**src/rtl/bsd_pkg.sv**
```systemverilog
// ----------------------------------------------------------------------------
// Binaural speaker downmix package
// Shared sizes, payload structs, register indexes and small helper functions
// for the binaural speaker downmix block.
// ----------------------------------------------------------------------------
`default_nettype none

package bsd_pkg;

  // Storage dimensions.
  localparam int DELAY_DEPTH  = 64;
  localparam int MAX_CHANNELS = 8;
  localparam int MAX_SPEAKERS = 8;

  localparam int PTR_W     = (DELAY_DEPTH > 1) ? $clog2(DELAY_DEPTH) : 1;
  localparam int MEM_DEPTH = MAX_CHANNELS * DELAY_DEPTH;
  localparam int ADDR_W    = (MEM_DEPTH > 1) ? $clog2(MEM_DEPTH) : 1;
  localparam int SPK_W     = (MAX_SPEAKERS > 1) ? $clog2(MAX_SPEAKERS) : 1;
  localparam int CH_CNT_W  = $clog2(MAX_CHANNELS + 1);
  localparam int SPK_CNT_W = $clog2(MAX_SPEAKERS + 1);

  // Field widths of the transaction payloads.
  localparam int IDX_W       = 3;
  localparam int DLY_FIELD_W = 6;
  localparam int SAMPLE_W    = 16;
  localparam int COEF_W      = 16;
  localparam int CNT_REG_W   = 4;

  // Datapath widths.
  localparam int STATE_W      = 24;
  localparam int MUL_A_W      = 25;
  localparam int MUL_P_W      = MUL_A_W + COEF_W + 1;
  localparam int ACC_W        = 40 + SPK_W;
  localparam int ACC_LO_W     = 24;
  localparam int ACC_HI_W     = ACC_W - ACC_LO_W;
  localparam int FULL_W       = ACC_W + COEF_W + 1;
  localparam int SMOOTH_SHIFT = 15;
  localparam int OUT_SHIFT    = 38;

  localparam logic [COEF_W-1:0] UNITY = COEF_W'(32768);

  // Configuration port.
  localparam int CFG_ADDR_W = 4;
  localparam int CFG_DATA_W = 32;

  localparam logic [1:0] REG_CHANNEL_COUNT = 2'd0;
  localparam logic [1:0] REG_SPEAKER_COUNT = 2'd1;
  localparam logic [1:0] REG_OUTPUT_GAIN   = 2'd2;

  localparam logic [CNT_REG_W-1:0] CHANNEL_COUNT_RST = CNT_REG_W'(2);
  localparam logic [CNT_REG_W-1:0] SPEAKER_COUNT_RST = CNT_REG_W'(0);
  localparam logic [COEF_W-1:0]    OUTPUT_GAIN_RST   = COEF_W'(16384);

  // Command codes.
  localparam logic CMD_SAMPLE = 1'b0;
  localparam logic CMD_LOAD   = 1'b1;

  typedef struct packed {
    logic                       command;
    logic [IDX_W-1:0]           index;
    logic signed [SAMPLE_W-1:0] sample;
    logic [IDX_W-1:0]           source_channel;
    logic [DLY_FIELD_W-1:0]     delay_left;
    logic [DLY_FIELD_W-1:0]     delay_right;
    logic [COEF_W-1:0]          gain_left;
    logic [COEF_W-1:0]          gain_right;
    logic [COEF_W-1:0]          smooth_left;
    logic [COEF_W-1:0]          smooth_right;
  } in_t;

  typedef struct packed {
    logic signed [SAMPLE_W-1:0] left_sample;
    logic signed [SAMPLE_W-1:0] right_sample;
  } out_t;

  // Effective (clamped) configuration handed to the sequencer.
  typedef struct packed {
    logic [CH_CNT_W-1:0]  chans;
    logic [SPK_CNT_W-1:0] spk;
    logic [COEF_W-1:0]    out_gain;
  } cfg_t;

  // Coefficients above unity are clipped to unity.
  function automatic logic [COEF_W-1:0] sat_unity(input logic [COEF_W-1:0] v);
    return (v > UNITY) ? UNITY : v;
  endfunction

  // Delay reduced modulo the delay depth, as a small constant table.
  function automatic logic [PTR_W-1:0] dly_mod(input logic [DLY_FIELD_W-1:0] d);
    logic [PTR_W-1:0] r;
    r = '0;
    for (int i = 0; i < (1 << DLY_FIELD_W); i++) begin
      if (d == DLY_FIELD_W'(i)) begin
        r = PTR_W'(i % DELAY_DEPTH);
      end
    end
    return r;
  endfunction

  // Address of one sample: lines of DELAY_DEPTH entries, one per channel.
  function automatic logic [ADDR_W-1:0] mem_addr(input logic [IDX_W-1:0] ch,
                                                 input logic [PTR_W-1:0] pos);
    return ADDR_W'(int'(ch) * DELAY_DEPTH + int'(pos));
  endfunction

endpackage

`default_nettype wire

```
**src/rtl/bsd_cfg.sv**
```systemverilog
// ----------------------------------------------------------------------------
// Configuration registers
// APB-style register file for channel count, speaker count and output gain.
// ----------------------------------------------------------------------------
`default_nettype none

module bsd_cfg import bsd_pkg::*; (
  input  wire logic                  clk_i,
  input  wire logic                  rst_ni,
  input  wire logic                  psel,
  input  wire logic                  penable,
  input  wire logic                  pwrite,
  input  wire logic [CFG_ADDR_W-1:0] paddr,
  input  wire logic [CFG_DATA_W-1:0] pwdata,
  output      logic [CFG_DATA_W-1:0] prdata,
  output      logic                  pready,
  output      cfg_t                  cfg_o
);

  logic [CNT_REG_W-1:0] chan_cnt_q;
  logic [CNT_REG_W-1:0] spk_cnt_q;
  logic [COEF_W-1:0]    out_gain_q;
  logic [1:0]           reg_idx;
  logic                 wr_en;

  assign pready  = 1'b1;
  assign reg_idx = paddr[3:2];
  assign wr_en   = psel && penable && pwrite;

  // Register writes complete in the access phase.
  always_ff @(posedge clk_i or negedge rst_ni) begin
    if (!rst_ni) begin
      chan_cnt_q <= CHANNEL_COUNT_RST;
      spk_cnt_q  <= SPEAKER_COUNT_RST;
      out_gain_q <= OUTPUT_GAIN_RST;
    end else if (wr_en) begin
      case (reg_idx)
        REG_CHANNEL_COUNT: chan_cnt_q <= pwdata[CNT_REG_W-1:0];
        REG_SPEAKER_COUNT: spk_cnt_q  <= pwdata[CNT_REG_W-1:0];
        REG_OUTPUT_GAIN:   out_gain_q <= sat_unity(pwdata[COEF_W-1:0]);
        default: ;
      endcase
    end
  end

  // Read-back mux.
  always_comb begin
    case (reg_idx)
      REG_CHANNEL_COUNT: prdata = CFG_DATA_W'(chan_cnt_q);
      REG_SPEAKER_COUNT: prdata = CFG_DATA_W'(spk_cnt_q);
      REG_OUTPUT_GAIN:   prdata = CFG_DATA_W'(out_gain_q);
      default:           prdata = '0;
    endcase
  end

  // Clamp the counts to what the storage supports.
  always_comb begin
    if (chan_cnt_q == '0) begin
      cfg_o.chans = CH_CNT_W'(1);
    end else if (int'(chan_cnt_q) > MAX_CHANNELS) begin
      cfg_o.chans = CH_CNT_W'(MAX_CHANNELS);
    end else begin
      cfg_o.chans = CH_CNT_W'(chan_cnt_q);
    end
    if (int'(spk_cnt_q) > MAX_SPEAKERS) begin
      cfg_o.spk = SPK_CNT_W'(MAX_SPEAKERS);
    end else begin
      cfg_o.spk = SPK_CNT_W'(spk_cnt_q);
    end
    cfg_o.out_gain = out_gain_q;
  end

endmodule

`default_nettype wire

```
**config.mk**
```make
export PLATFORM = sky130hd
export DESIGN_NAME = bsd_cfg
export DESIGN_NICKNAME = d
export VERILOG_FILES = /design/src/rtl/bsd_pkg.sv /design/src/rtl/bsd_cfg.sv
export SDC_FILE = /design/constraint.sdc
export NUM_CORES = 1
export LEC_CHECK = 0
export ABC_AREA = 1
export ABC_CLOCK_PERIOD_IN_PS = 1390
export BUFFER_PORTS_ARGS = -buffer_cell sky130_fd_sc_hd__buf_2
export CAP_MARGIN = 20
export CORE_UTILIZATION = 30
export DETAILED_ROUTE_END_ITERATION = 10
export PLACE_DENSITY = 0.61
export SYNTH_ARGS = -nofsm -noshare
export SYNTH_HDL_FRONTEND = slang
export SYNTH_SLANG_ARGS = --single-unit
```
**constraint.sdc**
```tcl
create_clock -name clk_i -period 1.39 [get_ports clk_i]
set_input_delay 0.139 -clock clk_i [delete_from_list [all_inputs] [get_ports clk_i]]
set_output_delay 0.139 -clock clk_i [all_outputs]
set_load 0.02 [all_outputs]
```
# Yosys cells after proc, flatten, opt, wreduce, memory -nomap -nowiden
# Index checks and enable logic that the tools add are counted.
[totals]
reg_bits = 24
elab_cells = 20
[op_classes]
order_cmp = 3
n_eq_ne = 2
muxes = 5
reduce_logical = 7
[op_table]
columns = ["op", "count"]
rows = [
  ["16-bit one-hot mux with 3 select lines", 1],
  ["16-bit > comparator, second input constant", 1],
  ["16-bit 2-to-1 mux", 1],
  ["4-bit 2-to-1 mux", 3],
  ["4-bit > comparator, second input constant", 2],
  ["2-bit AND reduction", 3],
  ["4-bit logical NOT", 1],
  ["2-bit by 1-bit == test with 1-bit output, second input constant", 1],
  ["2-bit == test, second input constant", 1],
  ["1-bit logical AND", 2],
  ["2-bit logical NOT", 1],
]

# Depth between registers and ports, before layout
[depth]
word_depth = 3
ltp_mapped = 9

# Worst setup path after synthesis
# No wires, ideal clock.
[synth_timing]
path_kind = "reg-to-output"
startpoint = "reg out_gain_q[14]"
endpoint = "out prdata[14]"
arrival_time_ns = 0.925
t_required_ns = 1.251
path_slack_ns = 0.326
path_stages_with_launch = 3
cell_sequence = "dfstp_2 inv_1 nor2_1"
[synth_between]
elab_chain_len = 1
[synth_rtl]
columns = ["item", "line_no", "text"]
rows = [
  ["from (decl)", "bsd_cfg.sv:22", "logic [COEF_W-1:0] out_gain_q;"],
  ["from (signal assigned)", "bsd_cfg.sv:40", "REG_OUTPUT_GAIN: out_gain_q <= sat_unity(pwdata[COEF_W-1:0]);"],
  ["16-bit one-hot mux with 3 select lines", "bsd_cfg.sv:48", "case (reg_idx)"],
  ["to (decl)", "bsd_cfg.sv:15", "output logic [CFG_DATA_W-1:0] prdata,"],
]
# Every way passes these cells.

# Final worst setup path
[layout_timing]
startpoint = "reg chan_cnt_q[1]"
endpoint = "out prdata[1]"
[layout_between]
elab_chain_len = 1
[layout_rtl]
columns = ["item", "line_no", "text"]
rows = [
  ["from (decl)", "bsd_cfg.sv:20", "logic [CNT_REG_W-1:0] chan_cnt_q;"],
  ["from (signal assigned)", "bsd_cfg.sv:38", "REG_CHANNEL_COUNT: chan_cnt_q <= pwdata[CNT_REG_W-1:0];"],
  ["16-bit one-hot mux with 3 select lines", "bsd_cfg.sv:48", ""],
]
# Every way passes these cells.

==> results by group <==
Status
  – Run status: completed

Global route
  – Largest net degree at the start of global routing: 33
  – Most Crowded Layer GR: met2
  – Met2 global-route usage: 23.7%
  – Total global-route track usage: 13.8%
  – First-pass GRT wire length: 5490 um
  – GRT met1 Usage: 17.5%
  – Vias in the first global route: 1,199
  – Met3 usage: 1.97%
  – Congestion Overflow GR: 0
  – Antenna violations before repair: 0

Synthesis
  – Synthesized area: 1460 um2
  – Synthesized instance count: 215
  – Register bit total from synthesis: 24
  – Seq/Total Area, Yosys: 41.3%
  – Synthesis Warnings: 0
  – Synth Area per Inst: 6.79 um2
  – Cell variety after synth: 17

STA
  – RSZ-0062 raised after global routing: no
  – Period minus WS final: 1340 ps
  – Fmax achieved: 747 MHz
  – Tcrit/Tclk final: 96.3%
  – Relative slew slack: 63.3%
  – Setup-failing EPs final: 0
  – Post-route setup TNS: 0 ps
  – Slew @ Worst Pin: 551 ps
  – Final Max Slew Viols: 0
  – Hold Fails Final Rpt: 0
  – Setup ws final: 51.1 ps
  – Max Clock Skew: 0 ps

Worst setup path
  – Worst setup SP type: flip-flop
  – Critical Path Max Stage Delay: 570 ps
  – Cell Chain, Critical Path: nand2_1 > o211ai_1 > buf_2
  – CP top delay family: flip-flops
  – Kind of end point of the critical path: output pin
  – Data arrival, critical path: 1200 ps
  – CP required: 1250 ps
  – Critical path peak fanout: 3
  – R2r worst-path depth: 2
  – Buf/Inv on CP: 1
  – Max stage delay cell, worst path: dfstp_2
  – WP depth: 3
  – Kind of critical path: flip-flop to output pin

Placed design
  – Place WS: 224 ps
  – RD Place Congestion: 0.816
  – Port bufs: 62
  – Placed inst area: 1720 um2
  – Post-DP HPWL: 2490 um

Detailed routing
  – Drt total wl: 3340 um
  – WL/cell: 10.2 um
  – DRC: 0
  – Drt pass-1 iters: 4
  – Detail Route Antenna Nets: 0
  – Starting DRT DRC Count: 45
  – Vias per cell: 4.00
  – Via count: 1,311

Clock network
  – CTS tree: built
  – CTS root buffer: clkbuf_8
  – Clock tree buffer depth: 2
  – CTS Sinks: 24
  – Worst-path clk slew: 90 ps
  – H-tree levels: 1
  – Clk_lat worst skew: 260 ps
  – Buffers inserted by post-CTS timing repair: 0
  – Cts bufs inserted: 3

Floorplan
  – Die W: 71.8 um
  – Core region area: 4690 um2
  – Die area: 5150 um2
  – I/O Pins: 98
  – Die H: 71.8 um
  – Row count: 25
  – Initial Util: 31.1%

Cells and area
  – Post-route cell area: 1790 um2
  – Register Area: 603 um2
  – Area growth syn-to-layout: 22.9%
  – Multi-input gate area: 607 um2
  – Most frequent cells in the layout: 66 x nand2_1, 61 x buf_2, 41 x nor2_1
  – Antenna Cells: 0
  – Core Util, Final: 38.2%
  – Number of fill cells: 503
  – # nets final: 316
  – Commonest non-fill, non-tap cell in the layout: nand2_1
  – Layout cell share with drive strength beyond 1: 28.1%

Power and ir drop
  – Pwr Density: 1190 nW/um2
  – Leak: 1.08 nW
  – Peak VDD IR: 0.359 mV

Worst hold path
  – HP Class: input pin to flip-flop
  – Hold path cells: 3

Run
  – Max Cap Viol: 0
-- metrics by stage --
stage,power (mW),cells,hold slack [ps]
2_1_floorplan,1.44,230,-157
3_3_place_gp,1.65,323,160
3_5_place_dp,1.66,323,165
4_1_cts,2.16,328,103
5_1_grt,2.27,328,138
6_report,2.13,328,111
-- layer usage --
metal | part of all wire, % | vias up
met1 | 47 | 565
met2 | 49 | 36
li1 | - | 708
met5 | 0 | -
met4 | 1.0 | 0
met3 | 3.3 | 2
-- cell families after synthesis --
family                 count (synthesis)  synth area share [%]
AOI/OAI and AO/OA                     16                  6.17
DFF                                   24                  41.3
and+or+nand+nor                      114                  30.8
buffers and inverters                 59                  21.3
other                                  2                 0.514
-- Yosys cell counts --
| cell | number | area [um2] |
|---|---|---|
| o211ai_1 | 4 | 30.0 |
| nor2_1 | 41 | 154 |
| buf_6 | 3 | 33.8 |
| o21ai_0 | 11 | 55.1 |
| inv_1 | 35 | 131 |
| nor2_4 | 1 | 11.3 |
| dfrtp_1 | 22 | 551 |
| nor2_2 | 2 | 12.5 |
| nand2_1 | 66 | 248 |
| nand2_2 | 3 | 18.8 |
| clkbuf_1 | 2 | 7.51 |
| buf_2 | 2 | 10.0 |
| dfstp_2 | 2 | 52.6 |
| buf_4 | 17 | 128 |
| conb_1 | 2 | 7.51 |
| nand3_1 | 1 | 5.00 |
| a21oi_1 | 1 | 5.00 |
-- final cells by class --
class                      count  area share, %
multi-input combinational    147           33.8
sequential                    24           33.6
timing repair buffer          64           18.4
inverter                      35           7.32
tap                           54           3.77
clock buffer                   4           3.07
-- power by group --
| group | switching, mW | leakage, nW | internal (mW) |
|---|---|---|---|
| clock network | 0.222 | 0.0288 | 0.253 |
| logic | 0.487 | 0.748 | 0.238 |
| registers | 0.101 | 0.305 | 0.829 |
| total | 0.810 | 1.08 | 1.32 |
-- path summary, 6_finish.rpt --
path                                      startpoint                    endpoint  slack [ps]
max in group asynchronous                     rst_ni   chan_cnt_q[1]$_DFFE_PN1P_         630
hold / removal                            pwdata[14]  out_gain_q[14]$_DFFE_PN1P_         110
hold reg to reg            out_gain_q[5]$_DFFE_PN0P_   out_gain_q[5]$_DFFE_PN0P_         500
setup reg to reg            spk_cnt_q[3]$_DFFE_PN0P_    spk_cnt_q[3]$_DFFE_PN0P_         600
setup / recovery           chan_cnt_q[1]$_DFFE_PN1P_                   prdata[1]          50
min in group asynchronous                     rst_ni    spk_cnt_q[3]$_DFFE_PN0P_         390
-- registers in the layout (all words and copies together), names as in the netlist --
name        cells
out_gain_q     16
chan_cnt_q      4
spk_cnt_q       4
-- worst min-delay path, cell delays in order --
cell and delay [ps]:
buf_2 110, nand2_1 50, o21ai_0 70
-- timing repair --
item / in CTS / in global routing
endpoints found under the setup margin: 0 / 1
gates resized for setup: 0 / 3
hold buffers: 1 / 0
endpoints found under the hold margin: 22 / 0
No activity file was read; power rests on OpenSTA's default activity.
