`config.mk`:
```
export PLATFORM = sky130hd
export DESIGN_NAME = bsd_mul
export DESIGN_NICKNAME = d
export VERILOG_FILES = /design/src/rtl/bsd_pkg.sv /design/src/rtl/bsd_mul.sv
export SDC_FILE = /design/constraint.sdc
export NUM_CORES = 1
export LEC_CHECK = 0
export ABC_CLOCK_PERIOD_IN_PS = 14550
export BUFFER_PORTS_ARGS = -buffer_cell sky130_fd_sc_hd__buf_4
export CAP_MARGIN = 15
export CORE_MARGIN = 3
export CORE_UTILIZATION = 40
export CTS_CLUSTER_DIAMETER = 150
export DETAILED_ROUTE_END_ITERATION = 10
export SLEW_MARGIN = 10
export SYNTH_ARGS = -nofsm -noshare
export SYNTH_HDL_FRONTEND = slang
export SYNTH_SLANG_ARGS = --single-unit
```
`constraint.sdc`:
```
create_clock -name clk_i -period 14.55 [get_ports clk_i]
set_input_delay 0.7275 -clock clk_i [delete_from_list [all_inputs] [get_ports clk_i]]
set_output_delay 0.7275 -clock clk_i [all_outputs]
set_load 0.02 [all_outputs]
```
`src/rtl/bsd_pkg.sv`:
```
// ----------------------------------------------------------------------------
// Binaural speaker downmix package
// Shared sizes, payload structs, register indexes and small helper functions
// for the binaural speaker downmix block.
// ----------------------------------------------------------------------------
`default_nettype none

package bsd_pkg;

  // Storage dimensions.
  localparam int DELAY_DEPTH  = 64;
  localparam int MAX_CHANNELS = 8;
  localparam int MAX_SPEAKERS = 8;

  localparam int PTR_W     = (DELAY_DEPTH > 1) ? $clog2(DELAY_DEPTH) : 1;
  localparam int MEM_DEPTH = MAX_CHANNELS * DELAY_DEPTH;
  localparam int ADDR_W    = (MEM_DEPTH > 1) ? $clog2(MEM_DEPTH) : 1;
  localparam int SPK_W     = (MAX_SPEAKERS > 1) ? $clog2(MAX_SPEAKERS) : 1;
  localparam int CH_CNT_W  = $clog2(MAX_CHANNELS + 1);
  localparam int SPK_CNT_W = $clog2(MAX_SPEAKERS + 1);

  // Field widths of the transaction payloads.
  localparam int IDX_W       = 3;
  localparam int DLY_FIELD_W = 6;
  localparam int SAMPLE_W    = 16;
  localparam int COEF_W      = 16;
  localparam int CNT_REG_W   = 4;

  // Datapath widths.
  localparam int STATE_W      = 24;
  localparam int MUL_A_W      = 25;
  localparam int MUL_P_W      = MUL_A_W + COEF_W + 1;
  localparam int ACC_W        = 40 + SPK_W;
  localparam int ACC_LO_W     = 24;
  localparam int ACC_HI_W     = ACC_W - ACC_LO_W;
  localparam int FULL_W       = ACC_W + COEF_W + 1;
  localparam int SMOOTH_SHIFT = 15;
  localparam int OUT_SHIFT    = 38;

  localparam logic [COEF_W-1:0] UNITY = COEF_W'(32768);

  // Configuration port.
  localparam int CFG_ADDR_W = 4;
  localparam int CFG_DATA_W = 32;

  localparam logic [1:0] REG_CHANNEL_COUNT = 2'd0;
  localparam logic [1:0] REG_SPEAKER_COUNT = 2'd1;
  localparam logic [1:0] REG_OUTPUT_GAIN   = 2'd2;

  localparam logic [CNT_REG_W-1:0] CHANNEL_COUNT_RST = CNT_REG_W'(2);
  localparam logic [CNT_REG_W-1:0] SPEAKER_COUNT_RST = CNT_REG_W'(0);
  localparam logic [COEF_W-1:0]    OUTPUT_GAIN_RST   = COEF_W'(16384);

  // Command codes.
  localparam logic CMD_SAMPLE = 1'b0;
  localparam logic CMD_LOAD   = 1'b1;

  typedef struct packed {
    logic                       command;
    logic [IDX_W-1:0]           index;
    logic signed [SAMPLE_W-1:0] sample;
    logic [IDX_W-1:0]           source_channel;
    logic [DLY_FIELD_W-1:0]     delay_left;
    logic [DLY_FIELD_W-1:0]     delay_right;
    logic [COEF_W-1:0]          gain_left;
    logic [COEF_W-1:0]          gain_right;
    logic [COEF_W-1:0]          smooth_left;
    logic [COEF_W-1:0]          smooth_right;
  } in_t;

  typedef struct packed {
    logic signed [SAMPLE_W-1:0] left_sample;
    logic signed [SAMPLE_W-1:0] right_sample;
  } out_t;

  // Effective (clamped) configuration handed to the sequencer.
  typedef struct packed {
    logic [CH_CNT_W-1:0]  chans;
    logic [SPK_CNT_W-1:0] spk;
    logic [COEF_W-1:0]    out_gain;
  } cfg_t;

  // Coefficients above unity are clipped to unity.
  function automatic logic [COEF_W-1:0] sat_unity(input logic [COEF_W-1:0] v);
    return (v > UNITY) ? UNITY : v;
  endfunction

  // Delay reduced modulo the delay depth, as a small constant table.
  function automatic logic [PTR_W-1:0] dly_mod(input logic [DLY_FIELD_W-1:0] d);
    logic [PTR_W-1:0] r;
    r = '0;
    for (int i = 0; i < (1 << DLY_FIELD_W); i++) begin
      if (d == DLY_FIELD_W'(i)) begin
        r = PTR_W'(i % DELAY_DEPTH);
      end
    end
    return r;
  endfunction

  // Address of one sample: lines of DELAY_DEPTH entries, one per channel.
  function automatic logic [ADDR_W-1:0] mem_addr(input logic [IDX_W-1:0] ch,
                                                 input logic [PTR_W-1:0] pos);
    return ADDR_W'(int'(ch) * DELAY_DEPTH + int'(pos));
  endfunction

endpackage

`default_nettype wire

```
`src/rtl/bsd_mul.sv`:
```
// ----------------------------------------------------------------------------
// Shared multiplier
// Signed operand times unsigned coefficient, product registered every cycle.
// ----------------------------------------------------------------------------
`default_nettype none

module bsd_mul import bsd_pkg::*; (
  input  wire logic                      clk_i,
  input  wire logic signed [MUL_A_W-1:0] a_i,
  input  wire logic [COEF_W-1:0]         b_i,
  output      logic signed [MUL_P_W-1:0] p_o
);

  logic signed [MUL_P_W-1:0] p_d;

  // The coefficient is zero extended so the product stays signed.
  assign p_d = MUL_P_W'(a_i * $signed({1'b0, b_i}));

  always_ff @(posedge clk_i) begin
    p_o <= p_d;
  end

endmodule

`default_nettype wire

```
---- Word level (Yosys, flattened, before mapping) ----
Index checks and enable logic that the tools add are counted.
storage, ports and cells
  register bits after elaboration ......... 42
  input bits .............................. 42
  output and inout bits ................... 42
  logic and storage cells ................. 2
cells by class
  multipliers ............................. 1
operators by type and width
  operator                                        number
  25-bit by 17-bit multiplier with 42-bit output  1

---- Logic depth before layout (Yosys ltp) ----
Gate-level depths: netlist of run 1.
  depth after elaboration ................. 1
  gate-level depth with buffers ........... 25

---- Worst setup path before layout of run 1 ----
Ideal clock, no wire load.
  path type ............................... input to register
  start point ............................. in b_i[2]
  end point ............................... reg p_o[40]
  arrival time ............................ 6080 ps
  slack ................................... 8347 ps
  stages .................................. 21
  path buffers ............................ 1
  cell sequence ........................... clkbuf_1 nand2_1 fa_1 fa_1 fa_1 inv_1 fa_1 fa_1 inv_1 fa_1 inv_1 ha_1 o21ai_0 o21ai_1 a221o_1 nand3_2 nand3_1 a221o_2 a41oi_2 a21oi_1 xor2_1
on the way
  word-level cells in the longest chain between the ends .. 1
RTL lines
  element                                         line           RTL
  from (decl)                                     bsd_mul.sv:10  input wire logic [COEF_W-1:0] b_i,
  25-bit by 17-bit multiplier with 42-bit output  bsd_mul.sv:17  assign p_d = MUL_P_W'(a_i * $signed({1'b0, b_i}));
  named net p_d[40]                               bsd_mul.sv:14  logic signed [MUL_P_W-1:0] p_d;
  to (signal assigned)                            bsd_mul.sv:20  p_o <= p_d;
  to (decl)                                       bsd_mul.sv:11  output logic signed [MUL_P_W-1:0] p_o
The timed path passes the listed nets, and every way through them passes these cells.

---- Worst setup path in the final report of run 1 ----
  start point ............................. in b_i[8]
  end point ............................... reg p_o[41]
Same word-level chain as after synthesis.

==> results of run 1 <==
==> per-stage QoR <==
| stage | hold slack [ns] | instance area, sq um | setup WS (ns) | util | instances |
|---|---|---|---|---|---|
| floorplan | 0.849 | 15300 | 8.35 | - | 1684 |
| global placement | 1.12 | 16300 | 7.27 | 0.439 | 2214 |
| detailed placement | 1.13 | 16300 | 7.23 | 0.439 | 2214 |
| CTS | 0.775 | 16500 | 7.58 | 0.443 | 2222 |
| global route | 0.790 | 16500 | 7.10 | 0.443 | 2223 |
| finish | 0.790 | 16500 | 7.58 | 0.443 | 2223 |
==> per-layer routing <==
| metal | track usage | wire length, microns | share of wire |
|---|---|---|---|
| met1 | 0.258 | 15500 | 0.42 |
| met2 | 0.336 | 18100 | 0.49 |
| met3 | 0.0290 | 1920 | 0.052 |
| met4 | 0.0698 | 1210 | 0.033 |
| met5 | 0 | 0 | 0 |
==> cells by family (layout without fill, tap and decap cells) <==
family / Yosys count / in the layout / share of synthesized area
AOI/OAI and AO/OA: 105 / 105 / 0.0467
muxes: 2 / 2 / 0.00131
other: 0 / 1 / 0
DFF: 42 / 42 / 0.0551
buffers and inverters: 531 / 565 / 0.130
adders and majority gates: 494 / 494 / 0.597
and+or+nand+nor: 472 / 472 / 0.148
xor gates and xnor gates: 38 / 38 / 0.0218
==> layout by cell type (no fill, tap or decap), types with 7 or more instances in the layout <==
master,instances
ha_1,103
xnor2_1,29
and2_1,162
inv_1,474
nand2_1,254
buf_4,83
dfxtp_1,42
nor2_1,23
o21ai_0,14
xor2_1,9
a21oi_1,33
fa_1,391
nor3_1,8
a21o_1,13
o21a_1,7
==> critical path: stages <==
cell     delay [ns]
buf_4          0.32
nand2_1        0.14
fa_1           0.54
inv_1          0.05
fa_1           0.50
inv_1          0.06
fa_1           0.53
inv_1          0.05
fa_1           0.40
fa_1           0.53
inv_1          0.05
fa_1           0.47
inv_1          0.04
ha_1           0.37
and3_1         0.20
and3_1         0.23
a31oi_1        0.17
o21ai_0        0.14
o21ai_0        0.68
a21oi_1        0.23
o21ai_0        0.40
mux2i_1        0.24
nand4_1        0.09
==> final cells by class <==
cell class,count,share of cell area
clock buffers,6,0.00783
flip-flops and latches,42,0.0511
multi-input cells,1111,0.756
repair buffers,83,0.0379
well taps,504,0.0383
diodes,1,0.000152
clock inverters,2,0.000836
inverters,474,0.108
==> worst paths after layout <==
path | cells after the start | endpoint
max | 23 | p_o[41]$_DFF_P_
min | 2 | p_o[0]$_DFF_P_
==> results.sh, run 1 <==
export IMPL_largest_reg_flops=42
export IMPL_multi_input_area_sq_um=12400
export IMPL_fin_nets=2253
export IMPL_status="complete, no violations"
export IMPL_hold_class="in2reg"
export IMPL_seq_area_sq_um=841
export IMPL_syn_nets=2220
export IMPL_synth_edf_count=0
export IMPL_setup_viol=0
export IMPL_cts_hold_fix_buffers=0
export IMPL_core_area_sq_um=37100
export IMPL_cts_tree="built"
export IMPL_max_clock_path_buffers=2
export IMPL_clock_fmax_mhz=143
export IMPL_crit_fanout=25
export IMPL_synthToLayoutAreaGrowth_pct=7.76
export IMPL_path_clk_slew_ns=0.07
export IMPL_htreeDepth=2
export IMPL_cts_setup_buffers=0
export IMPL_drtPass1Iterations=5
export IMPL_antenna_found_initial=1
export IMPL_grt_max_degree=26
export IMPL_viasPerCell=4.85
export IMPL_rsz0062_at_grt="no"
export IMPL_synth_common_cells="inv_1 (474), fa_1 (391), nand2_1 (254), and2_1 (162), ha_1 (103)"
export IMPL_dieArea_sq_um=40600
export IMPL_num_vias=10800
export IMPL_critPathArrivalTime_ns=7.18
export IMPL_synth_ff_type="dfxtp_1"
export IMPL_worst_pin_slew_ns=0.811
export IMPL_tns_ns=0
export IMPL_synth_most_common_cell="inv_1"
export IMPL_gp_congestion=0.847
export IMPL_period_needed_ns=6.97
export IMPL_startpoint="b_i[8]"
export IMPL_fp_dieW_microns=201
export IMPL_ys_ff_latch=42
export IMPL_numClockSinks=42
export IMPL_portBuffers=83
export IMPL_dp_hpwl_microns=30800
export IMPL_start_util=0.411
export IMPL_n_fill_cell=3752
export IMPL_yosysWarnings=0
export IMPL_rows=70
export IMPL_cts_buffers_inserted=5
export IMPL_grt_overflow=0
export IMPL_critPathRequiredTime_ns=14.76
export IMPL_cts_resized_gates=0
export IMPL_slew_viol_final=0
export IMPL_yosysTopAreaCell="fa_1"
export IMPL_ys_types=48
export IMPL_cts_root_buf="clkbuf_16"
export IMPL_synth_top_cell_area_share=0.512
export IMPL_hold_path_startpoint="a_i[0]"
export IMPL_track_usage=0.197
export IMPL_grt_pass1_wl_microns=63100
export IMPL_reg_top3="p_o: 42 flops"
export IMPL_io_pins=84
export IMPL_drtIter0Drc=456
export IMPL_relSlewSlack=0.454
export IMPL_synth_async_sr_flop_share=0
export IMPL_synth_area_leaders="fa_1 (51%), inv_1 (12%), ha_1 (8.4%)"
export IMPL_final_hold_viol_count=0
export IMPL_synth_seq_area_share=0.0551
export IMPL_syn_cell_area_sq_um=15300
export IMPL_route_detailed_drc=0
export IMPL_drv_cap=0
export IMPL_grt_pass1_vias=12100
export IMPL_synthCells=1684
export IMPL_crit_type="in2reg"
export IMPL_wirelength_microns=36800
export IMPL_die_y_microns=201
export IMPL_avgSynthCellArea_sq_um=9.07
export IMPL_layout_drive_gt1_share=0.0600
export IMPL_cp_start_kind="primary input"
export IMPL_end_kind="register"
export IMPL_fin_crit_sh=0.479
export IMPL_ant_nets=0
export IMPL_regMostFlops="p_o"
export IMPL_wire_per_inst_microns=16.5
Power of run 1 is not shown: default switching activity piles up to over one toggle a cycle in this logic, so the estimate is an artifact.
==> run 2, diff against run 1 <==
ABC_AREA = 1   (was not set)
ABC_CLOCK_PERIOD_IN_PS = 7200   (was 14550)
clock period = 7.2 ns   (was 14.55 ns; I/O delays follow)
==> results.sh, run 2 <==
export IMPL_route_detailed_drc=0
export IMPL_htreeDepth=2
export IMPL_antenna_found_initial=1
export IMPL_die_y_microns=212
export IMPL_fin_crit_sh=0.787
export IMPL_drv_cap=0
export IMPL_muxShareOfSynthArea=0
export IMPL_synth_common_cells="inv_1 (735), nand2_1 (666), fa_1 (391), ha_1 (103), clkbuf_1 (98)"
export IMPL_drtPass1Iterations=5
export IMPL_clock_fmax_mhz=177
export IMPL_portBuffers=83
export IMPL_rows=74
export IMPL_synth_area_leaders="fa_1 (46%), inv_1 (16%), nand2_1 (15%)"
export IMPL_wire_per_inst_microns=15.4
export IMPL_synth_ff_type="dfxtp_1"
export IMPL_startpoint="b_i[2]"
export IMPL_dieArea_sq_um=44800
export IMPL_num_vias=13000
export IMPL_relSlewSlack=0.651
export IMPL_yosys_area_share_simple=0.199
export IMPL_synth_top_family_by_area="adder cells"
export IMPL_synth_top_cell_area_share=0.462
export IMPL_synthToLayoutAreaGrowth_pct=6.34
export IMPL_min_to="p_o[0]$_DFF_P_"
export IMPL_grt_pass1_vias=14900
export IMPL_grt_pass1_wl_microns=74000
export IMPL_final_cell_mix="inv_1 (735), nand2_1 (666), fa_1 (391)"
export IMPL_layout_commonest_cell="inv_1"
export IMPL_end_kind="register"
export IMPL_path_cells="buf_4, nand2_1, fa_1, fa_1, inv_1, fa_1, inv_1, fa_1, fa_1, inv_1, fa_1, ha_1, inv_2, nor3_1, nand2_1, nor2_1, nand3_1, nand4_1, nand2_1"
export IMPL_fin_nets=2788
export IMPL_hold_class="in2reg"
export IMPL_critPathRequiredTime_ns=7.40
export IMPL_crit_path_frequent_cell="fa_1"
export IMPL_dp_hpwl_microns=36700
export IMPL_hold_depth=3
export IMPL_core_area_sq_um=41300
export IMPL_final_hold_viol_count=0
export IMPL_crit_fanout=25
export IMPL_avgSynthCellArea_sq_um=7.49
export IMPL_synth_edf_count=0
export IMPL_cts_buffers_inserted=5
export IMPL_slew_viol_final=0
export IMPL_syn_nets=2796
export IMPL_drtIter0Drc=536
export IMPL_cts_hold_fix_buffers=0
export IMPL_hold_path_startpoint="a_i[0]"
export IMPL_cts_resized_gates=0
export IMPL_yosysWarnings=0
export IMPL_setup_viol=0
export IMPL_largest_reg_flops=42
export IMPL_io_pins=84
export IMPL_worst_pin_slew_ns=0.523
export IMPL_yosysTopAreaCell="fa_1"
export IMPL_cts_tree="built"
export IMPL_layout_drive_gt1_share=0.0692
export IMPL_synth_compound_area_frac=0.0149
export IMPL_start_util=0.410
export IMPL_fp_dieW_microns=212
export IMPL_cts_root_buf="clkbuf_16"
export IMPL_period_needed_ns=5.66
export IMPL_status="complete, no violations"
export IMPL_rsz0062_at_grt="no"
export IMPL_track_usage=0.206
export IMPL_reg_top3="p_o: 42 flops"
export IMPL_syn_cell_area_sq_um=16900
export IMPL_cp_start_kind="primary input"
export IMPL_ys_types=28
export IMPL_synthCells=2260
export IMPL_synth_adder_area_share=0.539
export IMPL_cts_setup_buffers=0
export IMPL_grt_max_degree=26
export IMPL_gp_congestion=0.879
export IMPL_crit_type="in2reg"
export IMPL_cpPeakStageDelay_ns=0.77
export IMPL_max_clock_path_buffers=2
export IMPL_numClockSinks=42
export IMPL_synth_seq_area_share=0.0497
export IMPL_path_clk_slew_ns=0.08
export IMPL_wirelength_microns=43000
export IMPL_critPathArrivalTime_ns=5.87
export IMPL_tns_ns=0
export IMPL_ant_nets=0
export IMPL_ys_ff_latch=42
export IMPL_synth_most_common_cell="inv_1"
export IMPL_regMostFlops="p_o"
export IMPL_grt_overflow=0
export IMPL_synth_xor_area_frac=0.0109
export IMPL_critPathSlowestCell="fa_1"
export IMPL_viasPerCell=4.68
export IMPL_synth_async_sr_flop_share=0
[run 2: cell types whose count changed in the layout (fill, tap and decap cells not counted), moves of 9 or more]
cell and delta:
o21ai_0 -12, nand2_2 +18, nor2_2 +12, a21oi_1 -13, inv_1 +261, nand3_1 +36, nand2_1 +412, and2_1 -162
xor2_1 +9, nor2_1 +25, a21o_1 -11, xnor2_1 -26
[run 2: worst max-delay path by stage]
stage,endpoint,slack (ns),cells past startpoint
3_3_place_gp,p_o[41]$_DFF_P_,1.30,20
4_1_cts,p_o[41]$_DFF_P_,1.54,19
6_report,p_o[41]$_DFF_P_,1.54,19
3_5_place_dp,p_o[41]$_DFF_P_,1.25,19
5_1_grt,p_o[41]$_DFF_P_,1.17,20
2_1_floorplan,p_o[41]$_DFF_P_,1.66,20
[run 2: stage by stage]
stage          hold WS (ns)  area, sq um  cells  worst slack [ns]   util
6_report              0.419        18000   2786              1.54  0.436
5_1_grt               0.447        18000   2786              1.17  0.436
4_1_cts               0.411        18000   2785              1.54  0.436
3_5_place_dp          0.719        17800   2777              1.25  0.432
3_3_place_gp          0.715        17800   2777              1.30  0.432
2_1_floorplan         0.636        16900   2260              1.66      -
[run 2: metal layers]
metal	wire length (microns)	part of all wire	GRT usage
met1	17600	0.41	0.249
met2	22600	0.53	0.393
met3	1660	0.039	0.0185
met4	1100	0.026	0.0522
met5	0	0	0
[run 2: logic make-up after synthesis]
family	Yosys count
buffers and inverters	845
AND/OR/NAND/NOR	818
adder cells (fa/ha/maj)	494
flip-flops	42
AO/OA/AOI/OAI	40
XOR/XNOR	21
[run 2: final cells by class]
class	instances	area, sq um
Fill cell	4314	23300
Multi-Input combinational cell	1373	12900
Inverter	747	2800
Sequential cell	42	841
Tap cell	532	666
Timing Repair Buffer	83	623
Clock buffer	5	125
Clock inverter	3	25.0
Antenna cell	1	2.50
[run 2: critical path: cells and delay by family]
kind                       cells  cell delay [ns]
buffers and inverters          5             0.82
and+or+nand+nor                7             1.07
adders and majority gates      7             3.60
Power of run 2 is left out for the same reason.
